==> src/design/deq_pkg.sv <==
// ----------------------------------------------------------------------------
// Double-ended queue package
// Operation, status, cell control and sequencer types of the queue.
// ----------------------------------------------------------------------------
`default_nettype none

package deq_pkg;

	localparam int unsigned OP_W     = 3;
	localparam int unsigned VALUE_W  = 32;
	localparam int unsigned STATUS_W = 2;
	localparam int unsigned OCC_W    = 5;

	typedef enum logic [OP_W-1:0] {
		OP_PUSH_BACK  = 3'd0,
		OP_PUSH_FRONT = 3'd1,
		OP_POP_FRONT  = 3'd2,
		OP_POP_BACK   = 3'd3,
		OP_DUMP       = 3'd4
	} op_t;

	typedef enum logic [STATUS_W-1:0] {
		STAT_DONE   = 2'd0,
		STAT_EMPTY  = 2'd1,
		STAT_FULL   = 2'd2,
		STAT_DUMPED = 2'd3
	} status_t;

	// What one cell loads at the next edge.
	typedef enum logic [1:0] {
		SEL_HOLD  = 2'd0,
		SEL_LEFT  = 2'd1,
		SEL_RIGHT = 2'd2,
		SEL_LOAD  = 2'd3
	} cell_sel_t;

	// What the whole row does at the next edge.
	typedef enum logic [2:0] {
		ACT_NONE      = 3'd0,
		ACT_APPEND    = 3'd1,
		ACT_PREPEND   = 3'd2,
		ACT_SHIFT_OUT = 3'd3,
		ACT_ROTATE    = 3'd4
	} row_act_t;

	typedef enum logic {
		MODE_IDLE = 1'b0,
		MODE_DUMP = 1'b1
	} mode_t;

endpackage

`default_nettype wire

==> src/design/deq_req_if.sv <==
// ----------------------------------------------------------------------------
// Double-ended queue request channel
// Valid/ready channel that carries one operation request per beat.
// ----------------------------------------------------------------------------
`default_nettype none

interface deq_req_if;
	logic                               valid;
	logic                               ready;
	logic [deq_pkg::OP_W-1:0]           op;
	logic [deq_pkg::VALUE_W-1:0]        value;

	modport source (output valid, output op, output value, input ready);
	modport sink (input valid, input op, input value, output ready);
endinterface

`default_nettype wire

==> src/design/deq_rsp_if.sv <==
// ----------------------------------------------------------------------------
// Double-ended queue response channel
// Valid/ready channel that carries one result per beat.
// ----------------------------------------------------------------------------
`default_nettype none

interface deq_rsp_if;
	logic                               valid;
	logic                               ready;
	logic [deq_pkg::STATUS_W-1:0]       status;
	logic [deq_pkg::VALUE_W-1:0]        entry;
	logic [deq_pkg::OCC_W-1:0]          occupancy;
	logic                               last;

	modport source (output valid, output status, output entry, output occupancy,
		output last, input ready);
	modport sink (input valid, input status, input entry, input occupancy,
		input last, output ready);
endinterface

`default_nettype wire

==> src/design/deq_cell.sv <==
// ----------------------------------------------------------------------------
// Double-ended queue cell
// One storage position of the queue row; takes a neighbor's word or new data.
// ----------------------------------------------------------------------------
`default_nettype none

module deq_cell #(
	parameter int unsigned DATA_WIDTH = 32
) (
	input  wire logic                  clk,
	input  wire deq_pkg::cell_sel_t    sel,
	input  wire logic [DATA_WIDTH-1:0] left_d,
	input  wire logic [DATA_WIDTH-1:0] right_d,
	input  wire logic [DATA_WIDTH-1:0] load_d,
	output logic      [DATA_WIDTH-1:0] data_q
);

	always_ff @(posedge clk) begin
		case (sel)
			deq_pkg::SEL_LEFT:  data_q <= left_d;
			deq_pkg::SEL_RIGHT: data_q <= right_d;
			deq_pkg::SEL_LOAD:  data_q <= load_d;
			default:            data_q <= data_q;
		endcase
	end

endmodule

`default_nettype wire

==> src/design/double_ended_queue.sv <==
// ----------------------------------------------------------------------------
// Double-ended queue
// Bounded deque held in a row of cells, front entry always in cell zero.
// ----------------------------------------------------------------------------
// The queue keeps its entries in order in a row of DEPTH cells, the front in
// cell zero. A push at the back loads the cell just past the last entry, a
// push at the front shifts the row one place back, a pop at the front shifts
// it one place forward and a pop at the back only lowers the count. Every
// push, pop or unused op code returns exactly one result beat, so such
// requests are accepted back to back as long as the result side keeps up.
// A dump returns one result beat per held entry once it is accepted: the
// row rotates by one cell per result beat, reading the front cell, and ends
// in its original order. No request is accepted while a dump is running.
// ----------------------------------------------------------------------------
`default_nettype none

module double_ended_queue #(
	parameter int unsigned DEPTH      = 16,
	parameter int unsigned DATA_WIDTH = 32
) (
	input  wire logic  clk,
	input  wire logic  arst_n,
	deq_req_if.sink    req,
	deq_rsp_if.source  rsp
);

	localparam int unsigned CW = $clog2(DEPTH + 1);
	localparam logic [CW-1:0] FULL_COUNT = CW'(DEPTH);

	logic [DATA_WIDTH-1:0] cell_q [DEPTH];
	deq_pkg::cell_sel_t    cell_sel [DEPTH];

	deq_pkg::mode_t   mode_q, mode_d;
	logic [CW-1:0]    count_q, count_d;
	logic [CW-1:0]    idx_q, idx_d;
	deq_pkg::row_act_t act;
	logic [DATA_WIDTH-1:0] load_data;
	logic [DATA_WIDTH-1:0] value_ext;

	logic                            rsp_valid_q, rsp_valid_d;
	logic                            rsp_load;
	deq_pkg::status_t                stat_d;
	logic [deq_pkg::VALUE_W-1:0]     entry_d;
	logic                            last_d;
	deq_pkg::status_t                rsp_status_q;
	logic [deq_pkg::VALUE_W-1:0]     rsp_entry_q;
	logic [deq_pkg::OCC_W-1:0]       rsp_occ_q;
	logic                            rsp_last_q;

	logic out_free;
	logic accept;

	assign value_ext = DATA_WIDTH'(req.value);
	assign out_free  = !rsp_valid_q || rsp.ready;
	assign req.ready = (mode_q == deq_pkg::MODE_IDLE) && out_free;
	assign accept    = req.valid && req.ready;

	always_comb begin
		mode_d      = mode_q;
		count_d     = count_q;
		idx_d       = idx_q;
		act         = deq_pkg::ACT_NONE;
		load_data   = value_ext;
		rsp_valid_d = rsp_valid_q && !rsp.ready;
		rsp_load    = 1'b0;
		stat_d      = deq_pkg::STAT_DONE;
		entry_d     = '0;
		last_d      = 1'b1;

		if (accept) begin
			rsp_load = 1'b1;
			case (deq_pkg::op_t'(req.op))
				deq_pkg::OP_PUSH_BACK: begin
					if (count_q == FULL_COUNT) begin
						stat_d = deq_pkg::STAT_FULL;
					end else begin
						act     = deq_pkg::ACT_APPEND;
						count_d = count_q + 1'b1;
					end
				end
				deq_pkg::OP_PUSH_FRONT: begin
					if (count_q == FULL_COUNT) begin
						stat_d = deq_pkg::STAT_FULL;
					end else begin
						act     = deq_pkg::ACT_PREPEND;
						count_d = count_q + 1'b1;
					end
				end
				deq_pkg::OP_POP_FRONT: begin
					if (count_q == '0) begin
						stat_d = deq_pkg::STAT_EMPTY;
					end else begin
						act     = deq_pkg::ACT_SHIFT_OUT;
						count_d = count_q - 1'b1;
					end
				end
				deq_pkg::OP_POP_BACK: begin
					if (count_q == '0) begin
						stat_d = deq_pkg::STAT_EMPTY;
					end else begin
						count_d = count_q - 1'b1;
					end
				end
				deq_pkg::OP_DUMP: begin
					if (count_q == '0) begin
						stat_d = deq_pkg::STAT_EMPTY;
					end else begin
						// Results come from the dump sequence that follows.
						rsp_load = 1'b0;
						mode_d   = deq_pkg::MODE_DUMP;
						idx_d    = '0;
					end
				end
				default: begin
					stat_d = deq_pkg::STAT_DONE;
				end
			endcase
		end else if (mode_q == deq_pkg::MODE_DUMP && out_free) begin
			// The front word goes out and wraps around to the back of the row.
			act       = deq_pkg::ACT_ROTATE;
			load_data = cell_q[0];
			rsp_load  = 1'b1;
			stat_d    = deq_pkg::STAT_DUMPED;
			entry_d   = deq_pkg::VALUE_W'(cell_q[0]);
			last_d    = (idx_q == count_q - 1'b1);
			idx_d     = idx_q + 1'b1;
			if (last_d) begin
				mode_d = deq_pkg::MODE_IDLE;
			end
		end

		if (rsp_load) begin
			rsp_valid_d = 1'b1;
		end
	end

	for (genvar i = 0; i < DEPTH; i++) begin : g_row
		localparam logic [CW-1:0] IDX = CW'(i);
		localparam logic [CW-1:0] NXT = CW'(i + 1);

		logic [DATA_WIDTH-1:0] left_d;
		logic [DATA_WIDTH-1:0] right_d;

		if (i == 0) begin : g_first
			assign left_d = '0;
		end else begin : g_mid_l
			assign left_d = cell_q[i-1];
		end

		if (i == DEPTH - 1) begin : g_last
			assign right_d = '0;
		end else begin : g_mid_r
			assign right_d = cell_q[i+1];
		end

		always_comb begin
			case (act)
				deq_pkg::ACT_APPEND:
					cell_sel[i] = (IDX == count_q) ? deq_pkg::SEL_LOAD : deq_pkg::SEL_HOLD;
				deq_pkg::ACT_PREPEND:
					cell_sel[i] = (i == 0) ? deq_pkg::SEL_LOAD : deq_pkg::SEL_LEFT;
				deq_pkg::ACT_SHIFT_OUT:
					cell_sel[i] = deq_pkg::SEL_RIGHT;
				deq_pkg::ACT_ROTATE: begin
					if (NXT == count_q) begin
						cell_sel[i] = deq_pkg::SEL_LOAD;
					end else if (IDX < count_q) begin
						cell_sel[i] = deq_pkg::SEL_RIGHT;
					end else begin
						cell_sel[i] = deq_pkg::SEL_HOLD;
					end
				end
				default:
					cell_sel[i] = deq_pkg::SEL_HOLD;
			endcase
		end

		deq_cell #(
			.DATA_WIDTH (DATA_WIDTH)
		) u_cell (
			.clk     (clk),
			.sel     (cell_sel[i]),
			.left_d  (left_d),
			.right_d (right_d),
			.load_d  (load_data),
			.data_q  (cell_q[i])
		);
	end

	always_ff @(posedge clk or negedge arst_n) begin
		if (!arst_n) begin
			mode_q      <= deq_pkg::MODE_IDLE;
			count_q     <= '0;
			idx_q       <= '0;
			rsp_valid_q <= 1'b0;
		end else begin
			mode_q      <= mode_d;
			count_q     <= count_d;
			idx_q       <= idx_d;
			rsp_valid_q <= rsp_valid_d;
		end
	end

	always_ff @(posedge clk) begin
		if (rsp_load) begin
			rsp_status_q <= stat_d;
			rsp_entry_q  <= entry_d;
			rsp_occ_q    <= deq_pkg::OCC_W'(count_d);
			rsp_last_q   <= last_d;
		end
	end

	assign rsp.valid     = rsp_valid_q;
	assign rsp.status    = rsp_status_q;
	assign rsp.entry     = rsp_entry_q;
	assign rsp.occupancy = rsp_occ_q;
	assign rsp.last      = rsp_last_q;

endmodule

`default_nettype wire

==> src/flat_wrapper.sv <==
// flat-port wrapper written by rule: the top's interface ports become plain ports
module double_ended_queue_flat 
#(
	parameter int unsigned DEPTH      = 16,
	parameter int unsigned DATA_WIDTH = 32
)
  (clk, arst_n, req_valid, req_op, req_value, req_ready, rsp_valid, rsp_status, rsp_entry, rsp_occupancy, rsp_last, rsp_ready);
  deq_req_if req_i ();
  deq_rsp_if rsp_i ();
  input  wire logic clk;
  input  wire logic arst_n;
  input wire logic [$bits(req_i.valid)-1:0] req_valid;
  input wire logic [$bits(req_i.op)-1:0] req_op;
  input wire logic [$bits(req_i.value)-1:0] req_value;
  output wire logic [$bits(req_i.ready)-1:0] req_ready;
  output wire logic [$bits(rsp_i.valid)-1:0] rsp_valid;
  output wire logic [$bits(rsp_i.status)-1:0] rsp_status;
  output wire logic [$bits(rsp_i.entry)-1:0] rsp_entry;
  output wire logic [$bits(rsp_i.occupancy)-1:0] rsp_occupancy;
  output wire logic [$bits(rsp_i.last)-1:0] rsp_last;
  input wire logic [$bits(rsp_i.ready)-1:0] rsp_ready;
  assign req_i.valid = req_valid;
  assign req_i.op = req_op;
  assign req_i.value = req_value;
  assign req_ready = req_i.ready;
  assign rsp_valid = rsp_i.valid;
  assign rsp_status = rsp_i.status;
  assign rsp_entry = rsp_i.entry;
  assign rsp_occupancy = rsp_i.occupancy;
  assign rsp_last = rsp_i.last;
  assign rsp_i.ready = rsp_ready;
  double_ended_queue #(.DEPTH(DEPTH), .DATA_WIDTH(DATA_WIDTH)) u_core (.clk(clk), .arst_n(arst_n), .req(req_i), .rsp(rsp_i));
endmodule
==> config.mk <==
export PLATFORM = sky130hd
export DESIGN_NAME = double_ended_queue_flat
export DESIGN_NICKNAME = d
export VERILOG_FILES = /design/src/design/deq_pkg.sv /design/src/design/deq_req_if.sv /design/src/design/deq_rsp_if.sv /design/src/design/deq_cell.sv /design/src/design/double_ended_queue.sv /design/src/flat_wrapper.sv
export SDC_FILE = /design/constraint.sdc
export NUM_CORES = 1
export LEC_CHECK = 0
export BUFFER_PORTS_ARGS = -buffer_cell sky130_fd_sc_hd__buf_2
export CAP_MARGIN = 20
export CORE_AREA = 8 8 306 189
export DETAILED_ROUTE_END_ITERATION = 8
export DIE_AREA = 0 0 314 197
export HOLD_SLACK_MARGIN = 0.1
export PLACE_DENSITY = 0.82
export SYNTH_ARGS = -nofsm -noshare
export SYNTH_HDL_FRONTEND = slang
export SYNTH_SLANG_ARGS = --single-unit
==> constraint.sdc <==
create_clock -name clk -period 11.4 [get_ports clk]
set_input_delay 0.57 -clock clk [delete_from_list [all_inputs] [get_ports clk]]
set_output_delay 0.57 -clock clk [all_outputs]
set_load 0.02 [all_outputs]
# ---- Word-level counts from Yosys, hierarchy flattened
# Index checks and enable logic that the tools add are counted.
dict set report word_totals {
  register_bits 564
  inputBits 39
  out_inout_bits 42
  wordCells 265
}
dict set report op_classes {
  addsub 3
  magnitude_cmp 16
  n_eq_ne 76
  mux 111
  bitwise 2
  reduce_logical 33
}
# operator count
set op_table {}
lappend op_table {{32-bit one-hot mux with 3 select lines} 16}
lappend op_table {{2-bit one-hot mux with 4 select lines} 16}
lappend op_table {{2-bit 2-to-1 mux} 53}
lappend op_table {{2-bit == test (second input constant)} 32}
lappend op_table {{32-bit 2-to-1 mux} 2}
lappend op_table {{3-bit nonzero test} 16}
lappend op_table {{4-bit by 5-bit == test with 1-bit output (first input constant)} 8}
lappend op_table {{4-bit by 5-bit less-than comparator with 1-bit output (first input constant)} 8}
lappend op_table {{5-bit 2-to-1 mux} 7}
lappend op_table {{2-bit by 1-bit == test with 1-bit output (second input constant)} 16}
lappend op_table {{3-bit by 5-bit == test with 1-bit output (first input constant)} 4}
lappend op_table {{3-bit by 5-bit less-than comparator with 1-bit output (first input constant)} 4}
lappend op_table {{3-bit by 2-bit == test with 1-bit output (second input constant)} 4}
lappend op_table {{1-bit 2-to-1 mux} 12}
lappend op_table {{5-bit by 1-bit adder with 5-bit output (second input constant)} 2}
lappend op_table {{2-bit by 5-bit == test with 1-bit output (first input constant)} 2}
lappend op_table {{1-bit by 5-bit less-than comparator with 1-bit output (first input constant)} 2}
lappend op_table {{2-bit by 5-bit less-than comparator with 1-bit output (first input constant)} 2}
lappend op_table {{5-bit one-hot mux with 2 select lines} 1}
lappend op_table {{3-bit one-hot mux with 3 select lines} 1}
lappend op_table {{3-bit by 1-bit == test with 1-bit output (second input constant)} 2}
lappend op_table {{3-bit == test (second input constant)} 2}
lappend op_table {{3-bit 2-to-1 mux} 2}
lappend op_table {{2-bit OR reduction} 3}
lappend op_table {{17 further kinds} 24}

# ---- Depth between registers and ports, before layout
# Gate-level depths: netlist (run 1).
dict set report depth {
  depth_word 9
  mapped_depth 13
  depth_no_buf 8
}

# ---- By module
# Synthesis (run 1) repeated with hierarchy kept, for this count alone.
dict set report hier_totals {
  hier_cells 2590
  hier_area_um2 30141.4
}
# mod n_inst cells_per_inst area_each_um2
set by_module_without_submodules {}
lappend by_module_without_submodules {deq_cell 16 140 1672.9}
lappend by_module_without_submodules {double_ended_queue 1 350 3375.7}

# ---- Worst setup path after synthesis (run 1)
# Ideal clock, no wire load.
dict set report synth_timing {
  path_type {reg-to-reg}
  startpoint {register u_core.count_q[0]}
  endpoint {register u_core.rsp_entry_q, in the netlist u_core.rsp.entry[0], enable pin}
  setup_time_ns 0.493
  t_arrival_ns 4.298
  required_time_ns 10.907
  path_slack_ns 6.610
  path_stages_with_launch 8
  path_buffers 1
  synth_period_minus_slack_ns 4.790
  cell_sequence {dfrtp_1 > clkbuf_1 > inv_1 > ha_1 > nand2b_1 > o21ai_2 > nor2_1 > o21ai_0}
}
dict set report synth_via {
  elab_chain_len 4
}
# item line_no
set synth_lines {}
lappend synth_lines {{start: declaration} double_ended_queue.sv:34} ;# logic [CW-1:0] count_q, count_d;
lappend synth_lines {{start signal: assignment} double_ended_queue.sv:198} ;# count_q <= count_d;
lappend synth_lines {{5-bit logical NOT} double_ended_queue.sv:105} ;# if (count_q == '0) begin
lappend synth_lines {{1-bit 2-to-1 mux} double_ended_queue.sv:105}
lappend synth_lines {{1-bit 2-to-1 mux} double_ended_queue.sv:72} ;# case (deq_pkg::op_t'(req.op))
lappend synth_lines {{1-bit 2-to-1 mux} double_ended_queue.sv:70} ;# if (accept) begin
lappend synth_lines {{named net u_core.rsp_load} double_ended_queue.sv:41} ;# logic rsp_load;
lappend synth_lines {{end signal: assignment} double_ended_queue.sv:207} ;# rsp_entry_q <= entry_d;
lappend synth_lines {{end: declaration} double_ended_queue.sv:46} ;# logic [deq_pkg::VALUE_W-1:0] rsp_entry_q;
# The timed path passes the listed nets, and every way through them passes these cells.
# A chain may end at the register's enable or synchronous reset.

# ---- Worst setup path after layout (run 1)
dict set report layout_timing {
  startpoint {register u_core.count_q[1]}
  endpoint {register u_core.g_row[15].u_cell.data_q[14], enable pin}
}
dict set report layout_via {
  elab_chain_len 8
  word_cells_on_any_way 22
  classes_between {order compare (1); eq/ne (10); mux (9); reduce/logical (2)}
}
# item line_no
set layout_lines {}
lappend layout_lines {{5-bit == test or 5-bit logical NOT (tied branches)} n/a}
lappend layout_lines {{1-bit 2-to-1 mux, or another cell as far along} double_ended_queue.sv:74} ;# if (count_q == FULL_COUNT) begin
lappend layout_lines {{3-bit one-hot mux with 3 select lines} double_ended_queue.sv:72}
lappend layout_lines {{3-bit 2-to-1 mux} double_ended_queue.sv:70}
lappend layout_lines {{3-bit == test, or another cell as far along} double_ended_queue.sv:157} ;# case (act)
lappend layout_lines {{2-bit one-hot mux with 4 select lines *} double_ended_queue.sv:157}
lappend layout_lines {{2-bit == test or 2-bit by 1-bit == test with 1-bit output (tied branches)} deq_cell.sv:19} ;# case (sel)
lappend layout_lines {{3-bit nonzero test (no line) *} n/a}
lappend layout_lines {{end signal: assignment} deq_cell.sv:20} ;# deq_pkg::SEL_LEFT: data_q <= left_d;
lappend layout_lines {{end signal: assignment} deq_cell.sv:21} ;# deq_pkg::SEL_RIGHT: data_q <= right_d;
lappend layout_lines {{end signal: assignment} deq_cell.sv:22} ;# deq_pkg::SEL_LOAD: data_q <= load_d;
lappend layout_lines {{end: declaration} deq_cell.sv:15} ;# output logic [DATA_WIDTH-1:0] data_q
# Every way passes the cells marked *; elsewhere a longest branch is shown, timed or not.

==> reports/qor.csv, run 1 <==
metric,value,unit
routed wire length,83700,um
post-CTS setup buffer count,0,
post-detailed-route count of antenna-violating nets,0,
die height,197,um
Slew Limit Headroom,0.218,
setup_tns,0,ns
Comb pwr share,0.312,
worst r2r dst,u_core.g_row[15].u_cell.data_q[14],
type of the worst setup path,flip-flop to flip-flop,
count of cell types in the netlist,66,
CTS root buf,clkbuf_16,
area share of the largest cell type after synthesis,0.571,
final setup fails,0,
fmax,205,MHz
Hold Buf Count CTS,1,
WL/cell,26.6,um
outcome,"complete, no violations",
Area Growth Syn to Fin,9.83,%
RePlAce Congestion,0.941,
die extent in x,314,um
"critical path fanouts, max",33,
largest net degree at the start of global routing,69,
XOR/XNOR Fraction of Synth Area,0.00302,
"Arr. time, crit path",4.98,ns
worst min path class,primary input to flip-flop,
DRC errors left,0,
Async SR Flop Fraction,0.0213,
P per Cell Area,230,nW/um^2
Fin Clk Skew,0.0222,ns
reg-to-reg setup timing slack,6.53,ns
Int Power,0.00466,W
placed wire-length estimate,55700,um
Pleak,10.8,nW
switching power,0.00265,W
CP Data Required Time,11.50,ns
Area contributors post-synth,"edfxtp_1 57%, mux2i_1 7.7%, mux2_2 6.8%",
hold path cells,3,
vias in the first global route,21453,
initial antenna violation count,4,
"Seq/Total Area, Yosys",0.582,
clock slew at reported path FFs,0.07,ns
fillers,4067,
Max Slew Vio Count,0,
register bit total from synthesis,564,
detailed-route via count,21394,
clock share of power,0.248,
cell count of the worst reg-to-reg path,9,
final hold violation count,0,
Post-synth EDFFs,552,
syn avg cell area,11.9,sq um
FF-to-FF Start,u_core.count_q[1],
final hold slack,0.285,ns
Initial Utilization,0.543,
Synth area leader,edfxtp_1,
Worst-Skew Late Latency,0.60,ns
Worst-Margin Slew,1.17,ns
mux cell area share after synthesis,0.152,
Max IR drop VDD,0.000152,V
top-count cell post-synth,edfxtp_1,
Worst setup SP type,flip-flop,
RSZ-0062 raised after global routing,false,
post-synthesis compound-gate area fraction,0.134,
Final min period,4.87,ns
critical path endpoint category,flip-flop,
ys flop type,edfxtp_1,
Yosys Warn Count,0,
Hold EP,u_core.rsp.valid,
Resized cells post-CTS,0,
Synth Area in Adders,0.00259,
main combinational cell family by area after synthesis,multiplexers,
hold wc startpoint,req_valid,
maximum root-to-sink buffer count,3,
Final Cycle Share,0.428,
GRT Total Usage,0.261,
Top Ports,81,
1st-pass router iterations,8,
Post-Syn Nets,2476,
Site Rows,66,
Syn Std Cell Area,29000,sq um
Net Sw Frac,0.363,
Post-synth top cells,"552 x edfxtp_1, 320 x nand2_1, 224 x mux2i_1",
simple-gate area share of the yosys netlist,0.0891,
DR iter-0 viols,2868,
clk sinks,564,
core region area,53400,sq um
Post-Syn Instances,2431,
Port Buffers,80,
DIE AREA,61900,sq um
max_cap viols,0,
global-route wire length before repair,128000,um
Via-to-Cell Ratio,6.81,
CTS buffer count,51,
Final Net Count,2429,
GRT overflow,0,
Reg power frac,0.439,
layout cells sized above 1,0.175,
H-tree levels,2,
CTS tree,yes,
-- placed cells by master, fill, tap and decap left out, drive strengths merged, types with 6 or more instances in the layout --
cell type,netlist,layout
edfxtp,552,552
nand2,320,320
mux2i,224,224
mux2,192,192
o21ai,151,151
nor2,149,149
a21oi,142,142
buf,66,121
clkbuf,156,62
nor3,44,44
o221ai,42,42
a31oi,41,41
inv,39,40
and3,34,34
a21o,33,33
o311ai,33,33
a32o,32,32
a22o,32,32
a221o,32,32
clkinv,0,21
nand3,16,16
dfrtp,12,12
nand2b,10,10
o31ai,10,10
bufinv,0,8
or3,8,8
ha,6,6
or2,6,6
-- worst max-delay path by stage --
stage | start | to | slack, ns | cells after the start
4_1_cts | u_core.count_q[1] | u_core.g_row[15].u_cell.data_q[23] | 6.60 | 9
6_report | u_core.count_q[1] | u_core.g_row[15].u_cell.data_q[14] | 6.53 | 9
3_5_place_dp | rsp_ready | u_core.g_row[15].u_cell.data_q[7] | 6.33 | 7
5_1_grt | u_core.count_q[1] | u_core.g_row[15].u_cell.data_q[23] | 6.32 | 9
2_1_floorplan | u_core.count_q[0] | u_core.rsp.entry[0] | 6.61 | 7
3_3_place_gp | rsp_ready | u_core.g_row[15].u_cell.data_q[7] | 6.44 | 8
-- metrics by stage --
step	instances	worst slack [ns]	area (sq um)	total power [W]	util
3_5_place_dp	3039	6.33	30000	0.00544	0.562
3_3_place_gp	3039	6.44	30000	0.00531	0.562
6_report	3141	6.53	31900	0.00731	0.596
2_1_floorplan	2431	6.61	29000	0.00463	-
4_1_cts	3133	6.60	31700	0.00724	0.594
5_1_grt	3141	6.32	31900	0.00758	0.596
-- sequential cells by signal, summed over array words and instances, names as in the netlist --
register                    count
u_core.rsp.status               2
u_core.g_row.u_cell.data_q    512
u_core.rsp.last                 1
u_core.mode_q                   1
u_core.rsp.valid                1
u_core.rsp.occupancy            5
u_core.count_q                  5
u_core.idx_q                    5
u_core.rsp.entry               32
-- layer usage --
layer,wire length [um],GRT usage
met1,33400,0.359
met2,38400,0.408
met3,8290,0.0515
met4,3610,0.105
met5,60,0
-- cells by family (layout without fill, tap and decap cells) --
family / after synthesis / in the layout
AO/OA/AOI/OAI: 568 / 568
XOR/XNOR: 10 / 10
adder cells (fa/ha/maj): 6 / 6
buffers and inverters: 261 / 254
flip-flops: 564 / 564
multiplexers: 416 / 416
other: 0 / 3
AND/OR/NAND/NOR: 606 / 606
-- power groups by stage --
stage               sequential, W  combinational (W)  clock (W)
global placement          0.00322            0.00209          0
finish                    0.00321            0.00228    0.00182
global route              0.00324            0.00244    0.00190
floorplan                 0.00318            0.00146          0
detailed placement        0.00324            0.00220          0
CTS                       0.00320            0.00222    0.00182
-- critical path: stages (launching register included) --
cell and delay [ns]:
dfrtp_1 0.53, inv_1 0.24, ha_1 0.33, nand2b_1 0.25
o21ai_2 0.32, or3_1 0.56, nand2_1 0.18, buf_4 0.32
nor2_4 0.80, nand2_2 0.82
-- layout make-up --
type / count / area, sq um / share of cell area
Sequential cell: 564 / 16900 / 0.530
Antenna cell: 3 / 7.51 / 0.000236
Inverter: 39 / 146 / 0.00460
Multi-Input combinational cell: 1606 / 11400 / 0.359
Timing Repair Buffer: 122 / 788 / 0.0247
Clock buffer: 62 / 1340 / 0.0420
Clock inverter: 31 / 365 / 0.0115
Tap cell: 714 / 893 / 0.0280
(Power assumes the default switching activity.)
==> run 2, diff against run 1 <==
- clock period: 11.4 -> 4.76 ns (I/O delays scaled with it)
==> reports/qor.csv, run 2 (same netlist as run 1, synthesis figures left out) <==
metric,value,unit
outcome,"complete, no violations",
routed wire length,90800,um
1st-pass router iterations,6,
placed wire-length estimate,57400,um
Site Rows,66,
setup_tns,0,ns
fin cells,3183,
P per Cell Area,551,nW/um^2
fmax,239,MHz
GRT overflow,0,
die extent in x,314,um
Max Slew Vio Count,0,
Final Cycle Share,0.877,
Initial Utilization,0.543,
CTS root buf,clkbuf_16,
worst min path class,primary input to flip-flop,
GRT Total Usage,0.285,
Via-to-Cell Ratio,6.94,
H-tree levels,2,
maximum root-to-sink buffer count,3,
DR iter-0 viols,3181,
Reg power frac,0.428,
final instance area,32300,sq um
Top Ports,81,
DRC errors left,0,
largest net degree at the start of global routing,65,
most frequent cells in the layout,"552 x edfxtp_1, 316 x nand2_1, 224 x mux2i_1, 174 x mux2_2, 146 x nor2_1",
initial antenna violation count,1,
most flop-heavy register,u_core.g_row.u_cell.data_q,
fillers,4085,
detailed-route via count,22079,
clock slew at reported path FFs,0.07,ns
RePlAce Congestion,0.934,
type of the worst setup path,flip-flop to flip-flop,
CTS tree,yes,
clock share of power,0.244,
layout cells sized above 1,0.190,
Max IR drop VDD,0.000302,V
global-route wire length before repair,137000,um
Net Sw Frac,0.364,
"critical path fanouts, max",18,
max_cap viols,0,
"most common cell after layout, fill and taps aside",edfxtp_1,
Fin Clk Skew,0.0100,ns
placed insts,3084,
Worst-Skew Late Latency,0.59,ns
Reg area,16900,sq um
post-CTS setup buffer count,0,
post-detailed-route count of antenna-violating nets,0,
RSZ-0062 raised after global routing,false,
Final Net Count,2476,
Area after DPL,30500,sq um
"Arr. time, crit path",4.51,ns
CTS buffer count,51,
final hold violation count,0,
die height,197,um
core region area,53400,sq um
DIE AREA,61900,sq um
n_diodes,0,
critical path endpoint category,flip-flop,
Slew Limit Headroom,0.226,
switching power,0.00649,W
Worst setup SP type,flip-flop,
max FFs per register,512,
Comb pwr share,0.328,
CP Data Required Time,5.10,ns
Int Power,0.0113,W
WL/cell,28.5,um
Port Buffers,80,
clk sinks,564,
area of the multi-input gates,11400,sq um
Pleak,11.1,nW
vias in the first global route,22105,
final setup fails,0,
Final min period,4.18,ns
Area Growth Syn to Fin,11.4,%
Worst-Margin Slew,1.16,ns
## run 2: path summary, 6_finish.rpt
| check | from | endpoint | slack (ns) | cells after the start |
|---|---|---|---|---|
| max | u_core.count_q[0] | u_core.g_row[6].u_cell.data_q[3] | 0.58 | 9 |
| min | req_op[2] | u_core.idx_q[3] | 0.15 | 4 |
| max reg2reg | u_core.count_q[0] | u_core.g_row[6].u_cell.data_q[3] | 0.58 | 9 |
| min reg2reg | u_core.g_row[15].u_cell.data_q[13] | u_core.g_row[14].u_cell.data_q[13] | 0.55 | 2 |
| max in group asynchronous | arst_n | u_core.idx_q[2] | 3.67 | 3 |
| min in group asynchronous | arst_n | u_core.idx_q[4] | 0.71 | 3 |
## run 2: critical path, cell delays in order, from the launching register on
cell and delay [ns]:
dfrtp_1 0.65, inv_1 0.17, ha_1 0.32, nand4bb_1 0.26, nand3_1 0.25, or3_1 0.73
o221ai_4 0.51, buf_4 0.37, mux2_1 0.38, mux2_2 0.28
## run 2: timing repair
item / 4_1_cts / 5_1_grt
resized for setup: 0 / 0
hold buffers: 6 / 0
endpoints found under the hold margin: 15 / 0
## run 2: area by class of cell
cell class                 instances  area share
sequential                       564       0.522
multi-input combinational       1606       0.354
clock buffer                      59      0.0404
timing repair buffer             169      0.0393
tap                              714      0.0276
clock inverter                    32      0.0118
inverter                          39     0.00453
## run 2: through the flow
stage	utilization	hold WS (ns)	worst slack (ns)	total power [W]
detailed placement	0.571	0.139	0.657	0.0133
floorplan	-	-0.0576	0.282	0.0111
finish	0.605	0.152	0.584	0.0178
global placement	0.570	0.134	0.815	0.0130
CTS	0.604	0.136	0.628	0.0176
global route	0.605	0.160	0.403	0.0184
## run 2: power groups by stage
stage,clock (W),sequential (W),combinational (W)
2_1_floorplan,0,0.00760,0.00349
5_1_grt,0.00452,0.00769,0.00619
3_3_place_gp,0,0.00764,0.00537
3_5_place_dp,0,0.00767,0.00561
4_1_cts,0.00434,0.00758,0.00566
6_report,0.00434,0.00761,0.00585
## run 2: layer usage
metal | GRT usage | part of all wire | routed length, um
met5 | 0 | 0 | 0
met1 | 0.403 | 0.39 | 35900
met4 | 0.0959 | 0.036 | 3250
met3 | 0.0929 | 0.15 | 13400
met2 | 0.413 | 0.42 | 38300
